### src/hw/rtl/olt_pkg.sv
package olt_pkg;

	localparam int MAX_OBJECTS_DEF = 1024;
	localparam int HW_W = 23;
	localparam logic [HW_W-1:0] HW_RESET = 23'd2048;
	localparam int IDX_W = 10;

	typedef struct packed {
		logic [7:0] class_id;
		logic [15:0] confidence;
		logic signed [23:0] pos_x;
		logic signed [23:0] pos_y;
		logic signed [23:0] pos_z;
		logic signed [15:0] rot_x;
		logic signed [15:0] rot_y;
		logic signed [15:0] rot_z;
		logic signed [15:0] rot_w;
	} in_t;

	typedef struct packed {
		logic [IDX_W-1:0] object_index;
		logic is_new;
		logic table_full;
		logic [7:0] out_class;
		logic [15:0] out_confidence;
		logic signed [23:0] out_x;
		logic signed [23:0] out_y;
		logic signed [23:0] out_z;
		logic signed [15:0] out_qx;
		logic signed [15:0] out_qy;
		logic signed [15:0] out_qz;
		logic signed [15:0] out_qw;
	} out_t;

endpackage

### src/hw/rtl/olt_cmp.sv
module olt_cmp (
	input olt_pkg::in_t item,
	input olt_pkg::in_t entry,
	input logic [olt_pkg::HW_W-1:0] half_width,
	output logic match
);

	function automatic logic near_axis(input logic [23:0] a, input logic [23:0] b,
			input logic [olt_pkg::HW_W-1:0] hw);
		logic signed [24:0] d;
		logic [24:0] mag;
		d = $signed({a[23], a}) - $signed({b[23], b});
		mag = d[24] ? 25'(-d) : 25'(d);
		return mag <= {2'b00, hw};
	endfunction

	assign match = (item.class_id == entry.class_id)
		&& near_axis(item.pos_x, entry.pos_x, half_width)
		&& near_axis(item.pos_y, entry.pos_y, half_width)
		&& near_axis(item.pos_z, entry.pos_z, half_width);

endmodule

### config.mk
export PLATFORM = sky130hd
export DESIGN_NAME = olt_cmp
export DESIGN_NICKNAME = d
export VERILOG_FILES = /design/src/hw/rtl/olt_pkg.sv /design/src/hw/rtl/olt_cmp.sv
export SDC_FILE = /design/constraint.sdc
export NUM_CORES = 1
export LEC_CHECK = 0
export ABC_CLOCK_PERIOD_IN_PS = 7500
export BUFFER_PORTS_ARGS = -buffer_cell sky130_fd_sc_hd__buf_2
export CAP_MARGIN = 20
export CORE_MARGIN = 1
export CORE_UTILIZATION = 46
export DETAILED_ROUTE_END_ITERATION = 7
export PLACE_DENSITY = 0.86
export SYNTH_ARGS = -nofsm -noshare
export SYNTH_HDL_FRONTEND = slang
export SYNTH_SLANG_ARGS = --single-unit
export TNS_END_PERCENT = 1
### constraint.sdc
create_clock -name vclk -period 7.5
set_input_delay 1.5 -clock vclk [all_inputs]
set_output_delay 1.5 -clock vclk [all_outputs]
set_load 0.03 [all_outputs]
==> results of run 1 <==
-- repair_timing --
action,CTS,global route
buffers inserted,8,7
gates resized for setup,33,50
gates cloned,1,0
pin swaps,32,46
setup endpoints to repair,1,1
-- area by class of cell --
class              count  area (sq um)
repair buffers       412          2650
well taps            220           275
fillers             1296          5630
multi-input cells    970          7570
inverters            118           448
diodes                 3          7.51
-- logic make-up after synthesis --
| family | count (synthesis) | share of synthesized area, % |
|---|---|---|
| AND/OR/NAND/NOR | 349 | 24.0 |
| XOR/XNOR | 115 | 13.0 |
| multiplexers | 8 | 1.07 |
| AO/OA/AOI/OAI | 351 | 30.6 |
| buffers and inverters | 153 | 7.67 |
| adder cells (fa/ha/maj) | 147 | 23.8 |
-- metrics by stage --
step	setup slack, ns	hold slack [ns]	instances	TNS [ns]
2_1_floorplan	-0.232	3.35	1123	-0.232
3_3_place_gp	-0.657	3.65	1704	-0.657
3_5_place_dp	-0.739	3.68	1704	-0.739
4_1_cts	-0.516	3.68	1713	-0.516
5_1_grt	-0.729	3.67	1722	-0.729
6_report	-0.481	3.65	1723	-0.481
-- power by group --
part	switching (mW)	internal, mW	leakage (nW)
registers	0	0	0
clock network	0	0.0000000536	0.0000190
logic	0.677	0.634	5.62
total	0.677	0.634	5.62
-- synthesized netlist by cell type (all sizes together), types with 5 or more instances --
cell	number	area, sq um
ha	144	1800
inv	118	443
a21oi	94	485
nor2	80	303
xnor2	75	664
nand2	65	246
o21ai	65	325
a21o	42	315
xor2	40	350
nand3	33	165
clkbuf	24	90.1
a211oi	21	163
nand2b	21	131
nor3	21	110
o21a	20	150
nand4	18	113
nor2b	18	113
a31oi	15	93.8
and2	14	90.1
nor4	14	109
and3	13	81.3
or3	13	86.3
a211o	12	105
buf	11	67.6
o211ai	11	92.6
o31ai	10	88.8
and4	7	61.3
or2	6	37.5
a31o	5	43.8
mux2i	5	50.1
-- critical path: stages --
cell and delay (ns):
buf_6 0.10, inv_4 0.04, ha_4 0.12, inv_2 0.04, fa_2 0.38, a21o_1 0.26, a21o_1 0.22, a2111oi_4 0.35
nor4_2 0.10, nor3b_2 0.23, buf_4 0.15, and2_4 0.16, nand2_4 0.06, nor4_4 0.36, buf_4 0.19, buf_4 0.11
a41oi_1 0.13, xor2_1 0.18, ha_1 0.30, o21ai_1 0.08, nand2b_1 0.13, a2111oi_4 0.24, a21oi_2 0.11, o21a_1 0.20
o21ai_1 0.14, o211ai_1 0.17, nor4_4 0.29, buf_6 0.17
-- per-layer routing --
metal	global-route usage (%)	up-vias	part of all wire [%]
met1	32.9	4544	40
met2	50.1	433	48
met5	0	-	0
met4	9.64	0	4.5
met3	2.53	110	6.7
li1	-	4868	-
-- worst paths after layout --
check | startpoint | endpoint | slack (ns) | cells past startpoint
hold / removal | item[152] | match | 3.65 | 7
setup / recovery | item[88] | match | -0.48 | 28
==> results.yml, run 1 <==
finish:
  clockBufferCount: 0
  layout_commonest_cell: "buf_4"
  syn2layout_area_growth_pct: 39.9
  final_cell_mix: "buf_4 (226), buf_2 (182), ha_1 (141)"
  n_sequential_cell: 0
  final_area_sq_mm: 0.0110
  nets: 1992
  final_util_pct: 66.0
  drive_above_1_share_pct: 33.8
  regArea_sq_um: 0
global_routing:
  antenna_found_initial: 4
  grt_pass1_wl_um: 41000
  grt_pass1_vias: 9388
  grt_max_degree: 13
  grt.total_usage_pct: 27.3
  grt_overflow: 0
die:
  rows: 47
  io_pins: 344
  core-area_sq_mm: 0.0166
  fp.dieH_um: 132
  initial_core_util_pct: 47.2
  die-area_sq_mm: 0.0175
  die_w_um: 132
routing:
  detail-route-antenna-nets: 0
  viasPerCell: 5.78
  wl_um: 26100
  wl_per_cell_um: 15.2
  drc: 0
  drt_first_pass_iters: 5
  num_vias: 9955
  drt_iter0_markers: 626
status:
  violations: "setup timing"
  outcome: "finished with violations"
critical_path:
  worst-setup-path-type: "in -> out"
  crit_required_ns: 6.00
  arrival_ns: 6.48
  startpoint_type: "input pin"
  worst_setup_path_end_kind: "output port"
  crit_fanout: 3
sta:
  setup_viol: 1
  fin_crit_ns: 7.98
  timing.fmax_ghz: 0.125
  maxSlewViolCount: 0
  max_slew.worst_pin.slew_ns: 0.551
  hold_violations: 0
  rsz0062_at_grt: "yes"
  min_period_over_period_pct: 106
  setup_slack_ns: -0.481
  maxSlewHeadroom_pct: 62.9
yosys:
  syn_inst: 1123
  synth_fp_nets: 1613
  yosys_warnings: 0
  synth_cell_types: 91
  ys_seq_area_share_pct: 0
  synth.cell_area_sq_mm: 0.00783
  syn_area_per_cell_sq_um: 6.97
place:
  hpwl_um: 21300
  gp_congestion: 0.959
  dpl-instance-area_sq_mm: 0.0105
  numPortBuffers: 184
power_and_ir_drop:
  power_mw: 1.31
  powerDensity_mw_per_mm2: 120
  cellLeakagePower_nw: 5.62
  ir_worst_vdd_mv: 0.0528
run:
  max_cap_violations: 0
clock_tree:
  cts_hold_buf: 0
worst_hold_path:
  hp-class: "in -> out"
No activity file was read; power rests on OpenSTA's default activity.
==> inputs of run 2 (changes only) <==
Settings changed: ABC_CLOCK_PERIOD_IN_PS 7500 to 6550.
Clock period 7.5 ns to 6.55 ns, I/O delays scaled along.
==> results.yml, run 2 (same netlist as run 1, synthesis figures left out) <==
status:
  outcome: "finished with violations"
  violations: "setup timing"
power_and_ir_drop:
  powerDensity_mw_per_mm2: 135
  cellLeakagePower_nw: 5.96
  ir_worst_vdd_mv: 0.0626
routing:
  wl_per_cell_um: 14.7
  viasPerCell: 5.71
  wl_um: 26400
  drt_first_pass_iters: 5
  drc: 0
  detail-route-antenna-nets: 0
  num_vias: 10287
  drt_iter0_markers: 675
global_routing:
  grt.total_usage_pct: 29.3
  antenna_found_initial: 3
  grt_pass1_wl_um: 43900
  grt_pass1_vias: 10326
  grt_overflow: 0
  grt_max_degree: 16
sta:
  setup_viol: 1
  fin_crit_ns: 7.70
  max_slew.worst_pin.slew_ns: 0.629
  fin_hold_ws_ns: 3.24
  hold_violations: 0
  timing.fmax_ghz: 0.130
  maxSlewHeadroom_pct: 57.8
  rsz0062_at_grt: "yes"
  setup_slack_ns: -1.15
  min_period_over_period_pct: 118
  maxSlewViolCount: 0
finish:
  syn2layout_area_growth_pct: 44.1
  n_sequential_cell: 0
  layout_commonest_cell: "buf_4"
  clockBufferCount: 0
  final_cells: 1803
  regArea_sq_um: 0
  nets: 2073
  final_cell_mix: "buf_4 (308), buf_2 (183), ha_1 (144)"
  final_util_pct: 68.0
  drive_above_1_share_pct: 34.2
critical_path:
  crit_end: "match"
  crit_fanout: 2
  crit_required_ns: 5.24
  cp-startpoint: "item[64]"
  worst_setup_path_end_kind: "output port"
  arrival_ns: 6.39
  startpoint_type: "input pin"
  worst-setup-path-type: "in -> out"
die:
  io_pins: 344
  die-area_sq_mm: 0.0175
  die_w_um: 132
  rows: 47
  initial_core_util_pct: 47.2
  fp.dieH_um: 132
  core-area_sq_mm: 0.0166
worst_hold_path:
  hp-class: "in -> out"
place:
  place_inst: 1797
  place_ws_ns: -1.29
  gp_congestion: 0.939
  hpwl_um: 22900
  numPortBuffers: 184
run:
  max_cap_violations: 0
clock_tree:
  cts_hold_buf: 0
-- run 2: cell count changes in the layout (fill, tap and decap cells not counted), moves of 5 or more --
cell	delta
a21oi_1	+7
a21oi_2	-7
buf_4	+82
inv_1	+5
nor2_1	+8
nor2_2	-5
-- run 2: area by class of cell --
class | instances | area (sq um)
tap | 220 | 275
fill | 1266 | 5300
antenna | 2 | 5.00
inverter | 118 | 443
multi-input combinational | 970 | 7310
timing repair buffer | 493 | 3250
-- run 2: how the worst min path moves through the flow --
stage / slack, ns / depth (start not counted) / endpoint / startpoint
after floorplan: 2.97 / 5 / match / item[152]
after global placement: 3.26 / 7 / match / item[152]
after detailed placement: 3.26 / 7 / match / item[152]
after CTS: 3.22 / 7 / match / item[152]
after global routing: 3.29 / 7 / match / item[152]
final: 3.24 / 7 / match / item[152]
-- run 2: layer usage --
layer | share of wire, % | vias to the layer above | track usage [%]
met4 | 4.3 | 2 | 12.5
li1 | - | 5033 | -
met1 | 40 | 4724 | 33.4
met3 | 6.3 | 102 | 2.99
met5 | 0.049 | - | 0
met2 | 49 | 426 | 54.9
-- run 2: power by group --
part | switching [mW] | internal [mW] | leakage [nW] | total, mW
logic | 0.760 | 0.765 | 5.96 | 1.53
registers | 0 | 0 | 0 | 0
clock network | 0 | 0.0000000409 | 0.0000127 | 0.0000000409
-- run 2: what timing repair did --
action                                  in CTS  in global routing
resized for setup                           13                  7
setup buffers                                4                  0
cloned                                       0                  0
endpoints found under the setup margin       1                  1
hold endpoints to repair                     0                  0
pin swaps                                    7                  6
-- run 2: per-stage QoR --
stage               total power, mW  TNS, ns  instance area [sq um]
floorplan                     0.889   -0.802                   7860
global placement               1.38    -1.07                  11200
detailed placement             1.46    -1.29                  11200
CTS                            1.48    -1.01                  11300
global route                   1.67    -1.34                  11300
finish                         1.53    -1.15                  11300
-- run 2: worst max-delay path: stages --
cell,delay (ns)
buf_2,0.09
inv_1,0.06
ha_1,0.16
inv_1,0.05
fa_2,0.34
a211o_1,0.28
a211o_1,0.30
nand4_1,0.14
o2111a_2,0.23
a21oi_1,0.08
o21ai_1,0.16
a21oi_1,0.10
o22ai_1,0.11
buf_4,0.15
o21ai_0,0.11
xnor2_1,0.24
ha_1,0.28
a21o_1,0.18
a21o_1,0.17
a21oi_1,0.17
nor2b_1,0.07
o21ai_1,0.15
a21oi_1,0.09
or4_1,0.53
a221oi_2,0.25
o211ai_1,0.16
nor4_4,0.25
buf_6,0.17
==> inputs of run 3 (changes only) <==
Settings changed: CELL_PAD_IN_SITES_DETAIL_PLACEMENT set to 0, CELL_PAD_IN_SITES_GLOBAL_PLACEMENT set to 2, CORE_UTILIZATION 46 to 23, PLACE_DENSITY 0.86 to 0.88.
==> results.yml, run 3 (same netlist as run 1, synthesis figures left out) <==
global_routing:
  grt_pass1_wl_um: 43400
  antenna_found_initial: 0
  grt_pass1_vias: 9454
  grt.total_usage_pct: 14.5
  grt_max_degree: 12
  grt_overflow: 0
routing:
  wl_um: 26400
  drt_first_pass_iters: 4
  wl_per_cell_um: 12.8
  detail-route-antenna-nets: 0
  drt_iter0_markers: 343
  num_vias: 9679
  drc: 0
  viasPerCell: 4.68
finish:
  diodes: 0
  drive_above_1_share_pct: 39.2
  clockBufferCount: 0
  nFillCells: 3636
  syn2layout_area_growth_pct: 55.6
  final_cells: 2068
  nets: 2112
  final_cell_mix: "buf_4 (345), buf_2 (182), ha_1 (140)"
  final_util_pct: 36.3
  regArea_sq_um: 0
  n_sequential_cell: 0
  layout_commonest_cell: "buf_4"
  final_area_sq_mm: 0.0122
die:
  core-area_sq_mm: 0.0335
  die_w_um: 186
  rows: 67
  initial_core_util_pct: 23.3
  fp.dieH_um: 186
  die-area_sq_mm: 0.0348
  io_pins: 344
critical_path:
  arrival_ns: 6.09
  startpoint_type: "input pin"
  slowest_delay_ns: 0.51
  worst_setup_path_end_kind: "output port"
  crit_path_top_delay_cell: "or4_4"
  worst-setup-path-type: "in -> out"
  crit_fanout: 5
  crit_required_ns: 5.24
place:
  place_ws_ns: -1.32
  numPortBuffers: 184
  dpl-instance-area_sq_mm: 0.0117
  gp_congestion: 0.861
  place_inst: 2057
  hpwl_um: 23400
sta:
  setup_slack_ns: -0.850
  maxSlewViolCount: 0
  fin_crit_ns: 7.40
  min_period_over_period_pct: 113
  setup_viol: 1
  rsz0062_at_grt: "yes"
  max_slew.worst_pin.slew_ns: 0.493
  hold_violations: 0
  finalSetupTns_ns: -0.850
  timing.fmax_ghz: 0.135
  maxSlewHeadroom_pct: 67.0
run:
  max_cap_violations: 0
status:
  violations: "setup timing"
  outcome: "finished with violations"
clock_tree:
  cts_hold_buf: 0
worst_hold_path:
  hp-class: "in -> out"
power_and_ir_drop:
  powerDensity_mw_per_mm2: 130
  cellLeakagePower_nw: 6.22
  ir_worst_vdd_mv: 0.0436
run 3: where the power goes:
part / total [mW] / switching [mW] / internal (mW)
clock network: 0 / 0 / 0
registers: 0 / 0 / 0
logic: 1.58 / 0.764 / 0.820
total: 1.58 / 0.764 / 0.820
run 3: area by class of cell:
cell class         count  area, sq um  area share, %
multi-input cells    970         7610           62.5
repair buffers       532         3570           29.3
well taps            448          561           4.60
inverters            118          445           3.66
run 3: worst paths after layout:
check / endpoint / depth (start not counted) / from / slack [ns]
max: match / 27 / item[64] / -0.85
min: match / 8 / item[158] / 3.36
run 3: critical path: cells and delay by family:
| kind | cells | cell delay, ns |
|---|---|---|
| adder cells (fa/ha/maj) | 3 | 0.74 |
| AO/OA/AOI/OAI | 12 | 2.31 |
| XOR/XNOR | 1 | 0.13 |
| buffers and inverters | 6 | 0.54 |
| AND/OR/NAND/NOR | 5 | 1.02 |
run 3: per-layer routing:
metal | track usage [%] | share of wire [%]
met5 | 0 | 0
met4 | 1.17 | 0.88
met3 | 0.545 | 2.3
met2 | 26.3 | 48
met1 | 19.6 | 49
run 3: what timing repair did:
item                                    CTS  global route
pin swaps                                29            49
setup buffers                             3             8
gates resized for setup                  24            68
endpoints found under the setup margin    1             1
run 3: stage by stage:
step,hold WS (ns),power [mW]
after CTS,3.39,1.52
after global placement,3.42,1.46
after global routing,3.40,1.77
final,3.36,1.58
after detailed placement,3.42,1.49
after floorplan,2.97,0.889
